--- src/design/sine_oscillator_fm_muladd_defines.svh ---
// Assertion macros shared by the oscillator RTL.
`ifndef SINE_OSCILLATOR_FM_MULADD_DEFINES_SVH
`define SINE_OSCILLATOR_FM_MULADD_DEFINES_SVH

// Same-cycle implication, disabled while reset is asserted.
`define SOFM_ASSERT_IMPLIES(label, clk, rst_n, ante, cons, msg) \
    label: assert property (@(posedge clk) disable iff (!rst_n) (ante) |-> (cons)) \
        else $error(msg);

// Next-cycle implication, disabled while reset is asserted.
`define SOFM_ASSERT_NEXT(label, clk, rst_n, ante, cons, msg) \
    label: assert property (@(posedge clk) disable iff (!rst_n) (ante) |=> (cons)) \
        else $error(msg);

`endif

--- src/design/sofm_mul.sv ---
// Shared signed multiplier with a registered product.
module sofm_mul #(
    parameter int A_W = 34,
    parameter int B_W = 33
) (
    input  logic                    clk,
    input  logic                    en,
    input  logic signed [A_W-1:0]   a,
    input  logic signed [B_W-1:0]   b,
    output logic signed [A_W+B_W-1:0] p
);

    logic signed [A_W+B_W-1:0] prod_reg;

    // The product holds while en is low, so a consumer may wait on it.
    always_ff @(posedge clk)
    begin
        if (en)
        begin
            prod_reg <= a * b;
        end
    end

    assign p = prod_reg;

endmodule

--- config.mk ---
export PLATFORM = sky130hd
export DESIGN_NAME = sofm_mul
export DESIGN_NICKNAME = d
export VERILOG_FILES = /design/src/design/sine_oscillator_fm_muladd_defines.svh /design/src/design/sofm_mul.sv
export SDC_FILE = /design/constraint.sdc
export NUM_CORES = 2
export LEC_CHECK = 0
export BUFFER_PORTS_ARGS = -buffer_cell sky130_fd_sc_hd__buf_2
export CAP_MARGIN = 25
export CORE_UTILIZATION = 60
export CTS_CLUSTER_SIZE = 10
export DETAILED_ROUTE_END_ITERATION = 10
export GPL_TIMING_DRIVEN = 0
export PLACE_DENSITY_LB_ADDON = 0.15
export RECOVER_POWER = 50
export SLEW_MARGIN = 20
export SYNTH_ARGS = -nofsm -noshare
export SYNTH_HDL_FRONTEND = slang
export SYNTH_SLANG_ARGS = --single-unit
export TNS_END_PERCENT = 10
--- constraint.sdc ---
create_clock -name clk -period 9.7 [get_ports clk]
set_input_delay 0.485 -clock clk [delete_from_list [all_inputs] [get_ports clk]]
set_output_delay 0.485 -clock clk [all_outputs]
set_load 0.05 [all_outputs]
Yosys cells after proc, flatten, opt, wreduce, memory -nomap -nowiden
Cells that the tools add are included.
- multipliers: 1
- operators by type and width (kind ; number):
    $mul 34x33->67 ; 1
- output and inout bits: 67
- register bits after elaboration: 67
- input bits: 69
- logic and storage cells: 2

Longest topological paths before layout
- depth after elaboration: 1
- mapped depth: 30
- gate-level depth less buffers: 28

Worst setup path after synthesis
OpenSTA, ideal clock, no wires.
- path type: input -> register
- start: in a[33]
- end: reg prod_reg[63] (netlist: p[63]) (data pin)
- buffers on the path: 2
- required time: 9.565 ns
- slack: 1.634 ns
- stages: 24
- data arrival time: 7.931 ns
- setup time: 0.135 ns
- path through: clkbuf_1 nand2_1 inv_1 fa_1 fa_1 fa_1 inv_1 fa_1 fa_1 fa_1 fa_1 fa_1 inv_1 ha_1 clkbuf_1 and3_1 and2_1 and4_1 a2111oi_4 o31ai_2 a311oi_4 o32ai_1 or4_1 nand3_1
- longest elaborated chain between the ends: 1
- RTL lines (element ; RTL line ; source):
    start: declaration ; sofm_mul.sv:8 ; input logic signed [A_W-1:0] a,
    $mul 34x33->67 ; sofm_mul.sv:20 ; prod_reg <= a * b;
    end signal: assignment ; sofm_mul.sv:20 ;
    end: declaration ; sofm_mul.sv:13 ; logic signed [A_W+B_W-1:0] prod_reg;
Every way passes these cells.
A chain may end at the register's enable or synchronous reset.

Final worst setup path
- start: in a[9]
- end: reg prod_reg[63] (netlist: p[63]) (data pin)
The elaborated chain is that of the path after synthesis.

==> results_dict.tcl <==
set metrics [dict create \
    status "finished, violations left" \
    violations "capacitance limit, slew limit, setup timing" \
    max_freq_mhz 103 \
    synth_flop_cell "edfxtp_1" \
    crit_family "adder cells" \
    track_usage_pct 47.0 \
    synth.top_cell.area_share_pct 56.1 \
    antenna_found_initial 27 \
    ys_ff_latch 67 \
    final_nets 6016 \
    hold_ws_ns 0.436 \
    rsz0062_at_grt "yes" \
    min_path_type "in2reg" \
    cts_sinks 67 \
    routed-via-count 32432 \
    syn_nets 5862 \
    drive_gt1_share_pct 4.63 \
    gp_congestion 1.11 \
    rows 96 \
    gr-total-overflow 0 \
    crit_path_start_kind "input port" \
    finalWorstSetupSlack_ns -0.0157 \
    crit_type "in2reg" \
    avgViaCountPerCell 5.88 \
    grt_pass1_wl_um 230000 \
    hold_viol_final 0 \
    multi_input_area_mm2 0.0347 \
    ios 136 \
    cap_violations 1 \
    synth_edf_count 67 \
    die_x_um 266 \
    synth.distinct_cells 63 \
    remaining_drc_errors 0 \
    numCtsBuffers 9 \
    drtIter0Drc 3393 \
    ys_warn_count 0 \
    slowest_delay_ns 0.89 \
    drt_wl_total_um 158000 \
    cts_setup_buffers 0 \
    arrival_ns 9.87 \
    relSlewSlack_pct -132 \
    min_period_ns 9.72 \
    layoutNonFillerInstCount 5514 \
    dpl_cell_area_mm2 0.0438 \
    async_flop_share_pct 0 \
    maxSlewViolCount 54 \
    crit_slowest_cell "clkbuf_1" \
    grt_max_degree 54 \
    wl_per_cell_um 28.6 \
    cpMostUsedCell "fa_1" \
    synth.avg_cell_area_um2 9.54 \
    holdBufCountCts 0 \
    regArea_mm2 0.00201 \
    drt-pass1-iter-count 8 \
    path_max_fanout 10 \
    post-route-period-util_pct 100 \
    hpwl_um 130000 \
    yosys-top-cells-area "fa_1, inv_1, and2_1, ha_1, nand2_1" \
    yosysTopAreaCell "fa_1" \
    crit_required_ns 9.85 \
    ys_seq_area_share_pct 4.79 \
    n_fill_cell 6081 \
    synthCells 4398 \
    grt_pass1_vias 34166 \
    crit_buf_inv 6 \
    initial_core_util_pct 60.9 \
    clock_path_buffers 2 \
    area_growth_pct 5.78 \
    root_buffer "clkbuf_16" \
    cts_tree "yes" \
    syn-cell-area_mm2 0.0420 \
    largest_reg_flops 67 \
    htreeDepth 3 \
    ant_nets 0 \
    dieArea_mm2 0.0710 \
    synth_commonest_cells "fa_1, inv_1, nand2_1" \
    dp.cells 5460 \
    synthMostInstantiatedCell "fa_1" \
    finalInstanceArea_mm2 0.0444 \
    portBuffers 127 \
    end_kind "flip-flop" \
    finalSetupViolCount 1 \
    core_mm2 0.0689 \
    die_h_um 266 \
    tightest_slew_ns 3.48 \
    path_clk_slew_ns 0.12 \
]
final timing paths:
path,startpoint,end,depth (start not counted)
min,a[0],p[0]$_DFFE_PP_,2
max,a[9],p[63]$_DFFE_PP_,25
layout make-up:
| class | instances | share of cell area (%) |
|---|---|---|
| flip-flops and latches | 67 | 4.53 |
| multi-input cells | 2933 | 78.2 |
| well taps | 931 | 2.62 |
| plain buffers | 230 | 2.09 |
| repair buffers | 145 | 1.82 |
| diodes | 26 | 0.147 |
| inverters | 1166 | 9.86 |
| clock inverters | 7 | 0.183 |
| clock buffers | 9 | 0.507 |
per-layer routing:
metal,share of wire (%),global-route usage [%],vias up
met3,12,13.2,654
met2,44,70.5,2141
met1,34,56.5,16781
met4,10,39.5,12
met5,0.047,0,-
li1,-,-,12844
cell families after synthesis:
| logic type | synth area share, % |
|---|---|
| AO/OA/AOI/OAI | 3.51 |
| XOR/XNOR | 1.48 |
| adder cells (fa/ha/maj) | 62.6 |
| buffers and inverters | 12.5 |
| flip-flops | 4.79 |
| multiplexers | 0.0745 |
| AND/OR/NAND/NOR | 15.0 |
stage by stage:
step	TNS, ns	utilization, %	worst slack (ns)
CTS	-0.0660	64.1	-0.0660
global route	-0.0140	64.3	-0.0140
detailed placement	-4.05	63.6	-0.619
global placement	-6.58	63.5	-0.837
floorplan	0	-	1.63
finish	-0.0157	64.4	-0.0157
layout by cell type (no fill, tap or decap), drive strengths merged, types with 11 or more instances in the layout:
master	netlist	final
a21o	34	34
a21oi	64	64
a31oi	11	11
and2	551	551
buf	4	116
clkbuf	228	268
diode	0	26
edfxtp	67	67
fa	1176	1176
ha	219	219
inv	1165	1169
nand2	578	578
nand2b	13	13
nand4	11	11
nor2	59	59
nor3	11	11
o21ai	36	36
o21bai	14	14
xnor2	54	54
xor2	17	17
repair_timing:
item,CTS,global route
endpoints found under the hold margin,0,0
resized for setup,12,77
pin swaps,0,0
endpoints found under the setup margin,4,9
Power is not shown: default switching activity piles up to over one toggle a cycle in this logic, so the estimate is an artifact.
